`config.mk`:
```
export PLATFORM = sky130hd
export DESIGN_NAME = actuator_mode_fsm_gain_ramp
export DESIGN_NICKNAME = d
export VERILOG_FILES = /design/src/amfg_pkg.sv /design/src/amfg_bank.sv /design/src/amfg_tick.sv /design/src/actuator_mode_fsm_gain_ramp.sv
export SDC_FILE = /design/constraint.sdc
export NUM_CORES = 2
export LEC_CHECK = 0
export ABC_AREA = 1
export BUFFER_PORTS_ARGS = -buffer_cell sky130_fd_sc_hd__buf_2
export CAP_MARGIN = 20
export CELL_PAD_IN_SITES_DETAIL_PLACEMENT = 1
export CELL_PAD_IN_SITES_GLOBAL_PLACEMENT = 1
export CORE_ASPECT_RATIO = 0.75
export CORE_MARGIN = 10
export CORE_UTILIZATION = 51
export CTS_CLUSTER_DIAMETER = 80
export DETAILED_ROUTE_END_ITERATION = 12
export GPL_ROUTABILITY_DRIVEN = 0
export HOLD_SLACK_MARGIN = 0.05
export PLACE_DENSITY_LB_ADDON = 0.1
export SYNTH_ARGS = -nofsm -noshare
export SYNTH_HDL_FRONTEND = slang
export SYNTH_SLANG_ARGS = --single-unit
```
`constraint.sdc`:
```
create_clock -name clk -period 18.1 [get_ports clk]
set_clock_uncertainty 0.05 [all_clocks]
set_input_delay 0 -clock clk [delete_from_list [all_inputs] [get_ports clk]]
set_output_delay 0 -clock clk [all_outputs]
set_load 0.05 [all_outputs]
```
`src/amfg_pkg.sv`:
```
// ----------------------------------------------------------------------------
// amfg_pkg: shared types and helpers for the actuator mode sequencer
// Channel state record, tick payloads, mode codes and gain step functions.
// ----------------------------------------------------------------------------
package amfg_pkg;

  localparam int NUM_CHANNELS_DEF = 4;
  localparam int DW = 16;
  localparam int LIMW = 15;
  localparam int NGAINS = 4;

  localparam logic [15:0] RAMP_RATE_RST = 16'd10;
  localparam logic [14:0] GAIN_MAX_RST = 15'd32767;

  localparam logic CFG_RAMP_RATE = 1'b0;
  localparam logic CFG_GAIN_MAX = 1'b1;

  localparam logic [1:0] REQ_OFF = 2'd0;
  localparam logic [1:0] REQ_OPEN = 2'd1;
  localparam logic [1:0] REQ_LOOP = 2'd2;

  typedef enum logic [2:0] {
    ST_OFF       = 3'd0,
    ST_PWM       = 3'd1,
    ST_RAMP_UP   = 3'd2,
    ST_PID       = 3'd3,
    ST_RAMP_DOWN = 3'd4,
    ST_ABORT     = 3'd5
  } state_t;

  typedef logic signed [DW-1:0] gain_t;

  typedef struct packed {
    state_t                  state;
    logic [15:0]             counter;
    gain_t [NGAINS-1:0]      gains;
    logic signed [DW-1:0]    dac;
  } chan_t;

  typedef struct packed {
    logic [1:0]              channel;
    logic [1:0]              mode_req;
    logic signed [DW-1:0]    demand;
    gain_t [NGAINS-1:0]      target;
    logic                    limit_pos_hit;
    logic                    limit_neg_hit;
    logic                    stop_pos_enable;
    logic                    stop_neg_enable;
    logic                    watchdog_expired;
  } item_t;

  typedef struct packed {
    logic signed [DW-1:0]    dac_value;
    logic                    amp_enable;
    logic [2:0]              mode_state;
    gain_t [NGAINS-1:0]      live;
  } result_t;

  typedef struct packed {
    logic [15:0]             ramp_rate;
    logic [LIMW-1:0]         gain_max;
  } cfg_t;

  function automatic gain_t step_up(gain_t g, gain_t t, logic [LIMW-1:0] lim);
    logic signed [DW:0] v;
    logic signed [DW:0] l;
    v = {g[DW-1], g};
    l = {2'b00, lim};
    if (g < t) begin
      v = v + 17'sd1;
    end else begin
      v = v - 17'sd1;
    end
    if (v > l) begin
      v = l;
    end
    if (v < -l) begin
      v = -l;
    end
    return v[DW-1:0];
  endfunction

  function automatic gain_t step_down(gain_t g);
    gain_t v;
    v = g;
    if (g > 16'sd0) begin
      v = g - 16'sd1;
    end else if (g < 16'sd0) begin
      v = g + 16'sd1;
    end
    return v;
  endfunction

endpackage

```
`src/amfg_bank.sv`:
```
// ----------------------------------------------------------------------------
// amfg_bank: per-channel state storage
// One state record per channel, combinational read, single write port.
// ----------------------------------------------------------------------------
module amfg_bank #(
  parameter int NUM_CHANNELS = amfg_pkg::NUM_CHANNELS_DEF,
  parameter int IDXW = (NUM_CHANNELS > 1) ? $clog2(NUM_CHANNELS) : 1
) (
  input  logic                clk,
  input  logic                rst_n,
  input  logic [IDXW-1:0]     rd_idx,
  output amfg_pkg::chan_t     rd_data,
  input  logic                wr_en,
  input  logic [IDXW-1:0]     wr_idx,
  input  amfg_pkg::chan_t     wr_data
);
  import amfg_pkg::*;

  chan_t bank_r [NUM_CHANNELS];

  always_ff @(posedge clk) begin
    if (!rst_n) begin
      for (int i = 0; i < NUM_CHANNELS; i++) begin
        bank_r[i] <= '{state: ST_OFF, default: '0};
      end
    end else if (wr_en) begin
      bank_r[wr_idx] <= wr_data;
    end
  end

  assign rd_data = bank_r[rd_idx];

endmodule

```
`src/amfg_tick.sv`:
```
// ----------------------------------------------------------------------------
// amfg_tick: one control tick for one channel
// Mode state machine, ramp counter, gain stepping and DAC stop logic.
// ----------------------------------------------------------------------------
module amfg_tick (
  input  amfg_pkg::item_t     item,
  input  amfg_pkg::chan_t     cur,
  input  amfg_pkg::cfg_t      cfg,
  output amfg_pkg::chan_t     nxt,
  output amfg_pkg::result_t   res
);
  import amfg_pkg::*;

  logic signed [DW-1:0] drive;
  logic [15:0]          cnt_inc;
  logic                 step;
  gain_t [NGAINS-1:0]   up_g;
  gain_t [NGAINS-1:0]   dn_g;
  logic                 up_moved;
  logic                 dn_moved;
  logic                 amp;
  state_t               st;

  always_comb begin
    drive = item.demand;
    if ((item.stop_pos_enable && item.limit_pos_hit && item.demand > 16'sd0) ||
        (item.stop_neg_enable && item.limit_neg_hit && item.demand < 16'sd0)) begin
      drive = '0;
    end
  end

  assign cnt_inc = cur.counter + 16'd1;
  assign step    = (cnt_inc >= cfg.ramp_rate);

  always_comb begin
    up_moved = 1'b0;
    dn_moved = 1'b0;
    for (int i = 0; i < NGAINS; i++) begin
      up_g[i] = cur.gains[i];
      dn_g[i] = cur.gains[i];
      if (cur.gains[i] != item.target[i]) begin
        up_moved = 1'b1;
        up_g[i]  = step_up(cur.gains[i], item.target[i], cfg.gain_max);
      end
      if (cur.gains[i] != 16'sd0) begin
        dn_moved = 1'b1;
        dn_g[i]  = step_down(cur.gains[i]);
      end
    end
  end

  always_comb begin
    nxt = cur;
    amp = 1'b0;
    st  = item.watchdog_expired ? ST_ABORT : cur.state;
    unique case (st)
      ST_OFF: begin
        nxt.dac     = '0;
        nxt.gains   = '0;
        nxt.counter = '0;
        nxt.state   = ST_OFF;
        if (item.mode_req == REQ_OPEN) begin
          nxt.state = ST_PWM;
        end else if (item.mode_req == REQ_LOOP) begin
          nxt.state = ST_RAMP_UP;
        end
      end
      ST_PWM: begin
        amp       = 1'b1;
        nxt.dac   = drive;
        nxt.state = (item.mode_req == REQ_OPEN) ? ST_PWM : ST_OFF;
      end
      ST_RAMP_UP, ST_PID: begin
        amp = 1'b1;
        if (item.mode_req != REQ_LOOP) begin
          nxt.state = (st == ST_RAMP_UP) ? ST_OFF : ST_RAMP_DOWN;
        end else begin
          nxt.state   = st;
          nxt.dac     = drive;
          nxt.counter = step ? 16'd0 : cnt_inc;
          if (step) begin
            nxt.gains = up_g;
            if (!up_moved && st == ST_RAMP_UP) begin
              nxt.state = ST_PID;
            end
          end
        end
      end
      ST_RAMP_DOWN: begin
        nxt.dac     = '0;
        nxt.state   = ST_RAMP_DOWN;
        nxt.counter = step ? 16'd0 : cnt_inc;
        if (step) begin
          nxt.gains = dn_g;
          if (!dn_moved) begin
            nxt.state = ST_OFF;
          end
        end
      end
      default: begin
        nxt.state = ST_ABORT;
        nxt.dac   = '0;
      end
    endcase
  end

  always_comb begin
    res.dac_value  = nxt.dac;
    res.amp_enable = amp;
    res.mode_state = nxt.state;
    res.live       = nxt.gains;
  end

endmodule

```
`src/actuator_mode_fsm_gain_ramp.sv`:
```
// ----------------------------------------------------------------------------
// actuator_mode_fsm_gain_ramp: per-channel actuator mode sequencer
// Runs the off/pwm/ramp/pid/abort machine and the gain ramp per channel.
// ----------------------------------------------------------------------------
// channel  direction  handshake         beat
// in_      input      in_valid/in_stall one control tick
// out_     output     out_valid/out_stall one tick result
// cfg_     input      cfg_we            one register write
//
// A tick enters the input register, and when the output advances its channel
// record is read, updated and written back while the result is registered, so
// one beat per cycle is sustained while out_stall is low. Reset clears all
// channel records and loads the register defaults. A stalled output holds the
// input register, and in_stall rises only while both registers are full.
// ----------------------------------------------------------------------------
module actuator_mode_fsm_gain_ramp #(
  parameter int NUM_CHANNELS = amfg_pkg::NUM_CHANNELS_DEF
) (
  input  logic               clk,
  input  logic               rst_n,
  input  logic               in_valid,
  output logic               in_stall,
  input  logic [1:0]         in_channel,
  input  logic [1:0]         in_mode_req,
  input  logic signed [15:0] in_demand,
  input  logic signed [15:0] in_target_kp,
  input  logic signed [15:0] in_target_ki,
  input  logic signed [15:0] in_target_kd,
  input  logic signed [15:0] in_target_kff,
  input  logic               in_limit_pos_hit,
  input  logic               in_limit_neg_hit,
  input  logic               in_stop_pos_enable,
  input  logic               in_stop_neg_enable,
  input  logic               in_watchdog_expired,
  output logic               out_valid,
  input  logic               out_stall,
  output logic signed [15:0] out_dac_value,
  output logic               out_amp_enable,
  output logic [2:0]         out_mode_state,
  output logic signed [15:0] out_live_kp,
  output logic signed [15:0] out_live_ki,
  output logic signed [15:0] out_live_kd,
  output logic signed [15:0] out_live_kff,
  input  logic               cfg_we,
  input  logic               cfg_index,
  input  logic [15:0]        cfg_data
);
  import amfg_pkg::*;

  localparam int IDXW = (NUM_CHANNELS > 1) ? $clog2(NUM_CHANNELS) : 1;
  localparam int CW = (IDXW > 2) ? IDXW : 2;

  cfg_t    cfg_r;
  logic    s1_valid_r;
  item_t   s1_item_r;
  logic    out_valid_r;
  result_t out_res_r;

  logic            advance;
  logic            in_acc;
  logic            commit;
  logic [CW-1:0]   chan_ext;
  logic            in_range;
  logic [IDXW-1:0] idx;
  chan_t           cur;
  chan_t           nxt;
  result_t         res;
  item_t           in_item;

  always_ff @(posedge clk) begin
    if (!rst_n) begin
      cfg_r.ramp_rate <= RAMP_RATE_RST;
      cfg_r.gain_max  <= GAIN_MAX_RST;
    end else if (cfg_we) begin
      unique case (cfg_index)
        CFG_RAMP_RATE: cfg_r.ramp_rate <= cfg_data;
        CFG_GAIN_MAX:  cfg_r.gain_max  <= cfg_data[LIMW-1:0];
        default: ;
      endcase
    end
  end

  assign advance  = !out_valid_r || !out_stall;
  assign in_stall = s1_valid_r && !advance;
  assign in_acc   = in_valid && !in_stall;
  assign commit   = s1_valid_r && advance;

  always_comb begin
    in_item.channel          = in_channel;
    in_item.mode_req         = in_mode_req;
    in_item.demand           = in_demand;
    in_item.target           = {in_target_kff, in_target_kd, in_target_ki, in_target_kp};
    in_item.limit_pos_hit    = in_limit_pos_hit;
    in_item.limit_neg_hit    = in_limit_neg_hit;
    in_item.stop_pos_enable  = in_stop_pos_enable;
    in_item.stop_neg_enable  = in_stop_neg_enable;
    in_item.watchdog_expired = in_watchdog_expired;
  end

  always_ff @(posedge clk) begin
    if (!rst_n) begin
      s1_valid_r <= 1'b0;
    end else if (advance || !s1_valid_r) begin
      s1_valid_r <= in_acc;
    end
  end

  always_ff @(posedge clk) begin
    if (in_acc) begin
      s1_item_r <= in_item;
    end
  end

  assign chan_ext = CW'(s1_item_r.channel);
  assign in_range = (32'(s1_item_r.channel) < NUM_CHANNELS);
  assign idx      = chan_ext[IDXW-1:0];

  amfg_bank #(
    .NUM_CHANNELS (NUM_CHANNELS),
    .IDXW         (IDXW)
  ) u_bank (
    .clk     (clk),
    .rst_n   (rst_n),
    .rd_idx  (idx),
    .rd_data (cur),
    .wr_en   (commit && in_range),
    .wr_idx  (idx),
    .wr_data (nxt)
  );

  amfg_tick u_tick (
    .item (s1_item_r),
    .cur  (cur),
    .cfg  (cfg_r),
    .nxt  (nxt),
    .res  (res)
  );

  always_ff @(posedge clk) begin
    if (!rst_n) begin
      out_valid_r <= 1'b0;
    end else if (advance) begin
      out_valid_r <= s1_valid_r;
    end
  end

  always_ff @(posedge clk) begin
    if (commit) begin
      out_res_r <= in_range ? res : '0;
    end
  end

  assign out_valid      = out_valid_r;
  assign out_dac_value  = out_res_r.dac_value;
  assign out_amp_enable = out_res_r.amp_enable;
  assign out_mode_state = out_res_r.mode_state;
  assign out_live_kp    = out_res_r.live[0];
  assign out_live_ki    = out_res_r.live[1];
  assign out_live_kd    = out_res_r.live[2];
  assign out_live_kff   = out_res_r.live[3];

endmodule
```
* After elaboration in Yosys (flattened, before gate mapping) *
Memory sizes are Yosys's and may differ from the RTL's. A register that Yosys moved wholly into a read port is not among the register bits.
Index checks and enable logic that the tools add are counted.

storage, ports and cells
  flip-flop bits (word level) = 206
  bits in writable memories = 396
  word-level logic and storage cells = 175
  memories = 1

memories
  memory         depth  bits a word  read ports  clocked after memory_dff  wr ports  RTL line         source
  u_bank.bank_r  4      99           1           1                         4         amfg_bank.sv:19  chan_t bank_r [NUM_CHANNELS];

operators by class
  add/subtract/negate cells = 18
  order comparisons = 23
  equality and inequality tests = 11
  mux-type cells = 71
  bitwise gates (word level) = 1
  reductions and logical operators = 27

operators with widths
  cell                     number
  $mux W16                 22
  $mux W17                 16
  $pmux W80 S3             1
  $mux W64                 2
  $mux W99                 1
  $reduce_or A99 Y1        1
  $mux W96                 1
  $gt A16 B1 Y1 const B    5
  $lt A16 B1 Y1 const B    5
  $add A16 B2 Y17 const B  4
  $gt A17 B16 Y1           4
  $lt A17 B17 Y1           4
  $sub A16 B2 Y17 const B  4
  $add A16 B2 Y16 const B  4
  $lt A16 B16 Y1           4
  $ne A16 B16 Y1           4
  $reduce_bool A16 Y1      4
  $sub A16 B2 Y16 const B  4
  $pmux W16 S2             1
  $mux W3                  8
  $neg A15 Y17             1
  $add A16 B1 Y16 const B  1
  $ge A16 B16 Y1           1
  $mux W1                  15
  other kinds (16)         34

* Logic depth before layout (Yosys ltp) *
  word-level depth = 13
  depth in mapped cells = 62

* Cells and area by module *
From an unflattened synthesis, not the netlist that was laid out.

second synthesis, totals
  cells, all modules = 5581
  area total of the unflattened synthesis = 42166.7 um^2

modules (own cells, without submodules)
  module                       instances  cells each  area each (um^2)
  amfg_bank                    1          2109        18934.4
  amfg_tick                    1          3119        16747.3
  actuator_mode_fsm_gain_ramp  1          353         6485.0

* Worst setup path before layout *
OpenSTA, ideal clock, no wires.

  kind = register to register
  start = register out_valid_r, in the netlist out_valid
  end = memory u_bank.bank_r[3][0] (netlist name) (enable)
  library setup time = 0.702 ns
  arrival = 7.981 ns
  data required time = 17.348 ns
  slack = 9.367 ns
  cell stages (with the launch flop) = 4
  buffers on the path = 0
  period minus slack after synthesis = 8.733 ns
  path through = dfxtp_1 -> nand2_1 -> nand2_1 -> o31ai_1

RTL lines
  element                 RTL line                            source
  from (decl)             actuator_mode_fsm_gain_ramp.sv:56   logic out_valid_r;
  from (signal assigned)  actuator_mode_fsm_gain_ramp.sv:143  out_valid_r <= s1_valid_r;
  to (decl)               amfg_bank.sv:19

==> results.txt <==
The number of buffers and inverters on the critical path is 5. After clock tree synthesis, the flow added hold-fix buffers numbering 199. TritonCTS created 67 clock buffers. The peak supply drop came out at 0.08088 mV. For this run, the detailed router's first-pass iteration total came to 5. The sum of met2 wire segment lengths after detailed routing is 73.16 mm. The final worst-path setup slack came out at 6.610 ns.

The tool flagged a number of max-cap violations equal to 0. The area of the die is 0.08963 sq mm. The wire length on met3 came out at 15.64 mm. The per-cell routed wire length came out at 26.00 um. The sequential element share of the synthesized area is 0.4474.

The number of setup violations in the final report is 0. Summing all flip-flop and latch instances after layout gives 0.01779 sq mm. The via count of the first global-routing pass came to 38940. The maximum fanout along the worst path is 78. The initial antenna violation count came out at 4.

Clock latency on the worst-skew pair, taken at its later pin, is 0.64 ns. Measured on the finished design, the core utilization comes to 0.5913. The kind of cell with the highest combined delay along the critical path is simple AND/OR/NAND/NOR gates.

The leading cell type by number of instances after synthesis is nand2_1. The sort of element at the end of the critical path is a register. The floorplan has 88 rows.

The share of synthesized flip-flops with an asynchronous set or reset came out at 0. The detailed-route vias per instance came out at 6.158. The initial DRC count came out at 4058.

The H-tree depth came out at 3. The analysis attributes to cell leakage a power of 19.70 nW. The number of remaining DRC errors is 0. The global-route wire length before repair is 243.0 mm.

The timing-limited maximum frequency came out at 0.08703 GHz. The count of final max-slew check failures is 0. After clock tree synthesis, the repair step resized 0 gates. During synthesis, Yosys emitted a total of 0 warnings. The sum of routed wire segments on met1 is 66.40 mm. The tree is rooted in a clkbuf_16. The area of the multi-input gates is 0.01884 sq mm. The post-synthesis to final-layout area growth came out at 14.63%. The number of synthesized flops with an enable pin came out at 569. The worst-case setup slack after placement came out at 6.620 ns. The top-level port count came out at 197.

The worst setup path is of the register to register kind. The horizontal extent of the die is 342.4 um. After detailed routing, the total wire length is 162.7 mm.

The final cycle utilization of the critical path is 0.6348. The count of final hold-check violations is 0. The detail route stage leaves a number of antenna-violating nets equal to 0. The most used flip-flop cell after synthesis is edfxtp_1.

The synthesized design spends more area on one cell type than any other, namely edfxtp_1. The share of synthesized area in the top cell type comes to 0.4298. Setup total negative slack on the finished layout was measured at 0 ns.

The pin slew with the least headroom to its limit is 1.247 ns. The top routing layer in use is met5. The CTS sink count is 604. TritonCTS built the clock tree. The die boundary height came out at 261.8 um. The total vias in the final route came out at 38540. The core region is 0.07707 sq mm.

The commonest cells after synthesis are 1250 x nand2_1, 640 x nor2_1, 569 x edfxtp_1, 468 x inv_1, 347 x nand3_1. Buffers placed on the I/O ports in this run total 196. Power spread over the standard cell area amounts to 118.0 mW/mm^2. In this run the deepest clock path goes through 3 buffers. The critical path data arrival time is 11.76 ns. The fraction of layout instances using a drive strength above 1 is 0.1031. The clock transition at the registers of the reported paths is 0.06 ns. The required time of the critical path is 18.37 ns. The placed wire-length estimate is 103.2 mm. The slowest stage of the critical path is the buf_4 cell. The number of setup buffers added after CTS is 0. The post-synth net total came out at 5206. The final critical delay including setup and external delays is 11.49 ns. In this run the tightest slew margin relative to its limit is 0.1656.

The initial core utilization is 0.5158. The count of different cell masters after synthesis came out at 63. The layout has 9240 filler cells.

The class of the tightest hold or removal check is primary input to register. The flow ran to the end, and the final reports show no timing, DRC or antenna violations. Ranked by total cell area, the synthesized netlist is headed by edfxtp_1 43%, nand2_1 12%, ha_1 6.9%, nor2_1 6.0%, inv_1 4.4%.

The cell area after placement is 0.04124 sq mm. The synthesized instance count is 4876. The total overflow reported by the global router came out at 0. The synthesized design contains 604 register bits. The delay of the slowest critical-path stage is 0.84 ns.

The global-route total usage across every layer came out at 0.3524. The largest net degree at the start of global routing came out at 129. The final instance area came out at 0.04557 sq mm. The post-synthesis average cell area is 8.153 sq um. The worst setup path is launched from a register. The most numerous cell type found on the critical path is nand2_1.

The netlist area before placement is 0.03975 sq mm. Setup repair after global routing left no endpoint under its margin. The number of nets in the layout is 5502.
[where the power goes]
group	internal, W	switching [W]
combinational	0.000667	0.00161
clock	0.000809	0.000627
sequential	0.00162	0.0000391
total	0.00310	0.00228
[worst paths after layout]
| path | startpoint | end | slack (ns) | depth (start not counted) |
|---|---|---|---|---|
| max | register | u_bank.bank_r[3][68] | 6.61 | 47 |
| min | in_target_kff[12] | s1_item_r[65] | 0.07 | 2 |
| max reg2reg | register | u_bank.bank_r[3][68] | 6.61 | 47 |
| min reg2reg | cfg_r[21] | cfg_r[21] | 0.42 | 2 |
[metal layers]
metal  global-route usage  vias up
met5                    0        -
met4               0.1540        2
met3              0.06919      418
met2               0.5599     2080
met1               0.4669    18950
li1                     -    17090
[stage by stage]
stage                     std cells  hold slack, ns  power (W)
after floorplan                4876         0.04887   0.003228
after global placement         5930          0.1266   0.003735
after detailed placement       5930          0.1284   0.003824
after CTS                      6246         0.05008   0.005272
after global routing           6256         0.07917   0.005646
final                          6259         0.07342   0.005376
[placed cells by master, fill, tap and decap left out, types with 35 or more instances in the layout]
cell type      synthesis  routed
o211ai_1              36      36
nand3_1              347     347
clkbuf_16              0      69
buf_2                 49     196
dlygate4sd3_1          0     201
inv_2                 38      38
a21oi_1              336     336
nand2_1             1250    1244
inv_1                468     464
ha_1                 219     219
xor2_1                55      55
o21ai_0              224     224
edfxtp_1             569     569
nor3_1                42      42
nand2_2               44      44
nor2_1               640     636
buf_4                 24      44
nand4_1               35      35
[sequential cells by signal (all words and copies together), names as in the netlist, named ones only]
name	cells
out_amp_enable	1
out_live_kd	16
out_dac_value	16
cfg_r	31
s1_item_r	87
out_live_ki	16
out_valid	1
chan_ext	2
out_live_kff	16
s1_valid_r	1
u_bank.bank_r	396
out_live_kp	16
out_mode_state	3
[final cells by class]
class                      instances  area share
antenna                            4   0.0002197
clock buffer                      83     0.03926
clock inverter                    34    0.008539
inverter                         520     0.04322
multi-input combinational       3530      0.4135
sequential                       604      0.3904
tap                             1035     0.02842
timing repair buffer             449     0.07647
[worst reg2reg max path: cells and delay by family, from the launching register on]
family / cells / cell delay (ns)
adder cells (fa/ha/maj): 3 / 0.99
AO/OA/AOI/OAI: 13 / 2.82
XOR/XNOR: 1 / 0.38
buffers and inverters: 5 / 2.55
AND/OR/NAND/NOR: 25 / 3.82
flip-flops: 1 / 0.57
[kinds of logic (layout without fill, tap and decap cells)]
group,count (synthesis),in the layout,synth area share
flops,604,604,0.4474
xor+xnor,78,78,0.01775
buf+inv,742,1086,0.08057
simple gates,2426,2426,0.2543
compound gates,807,807,0.1310
fa+ha+maj,219,219,0.06893
other cells,0,4,0
No activity file was read; power rests on OpenSTA's default activity.
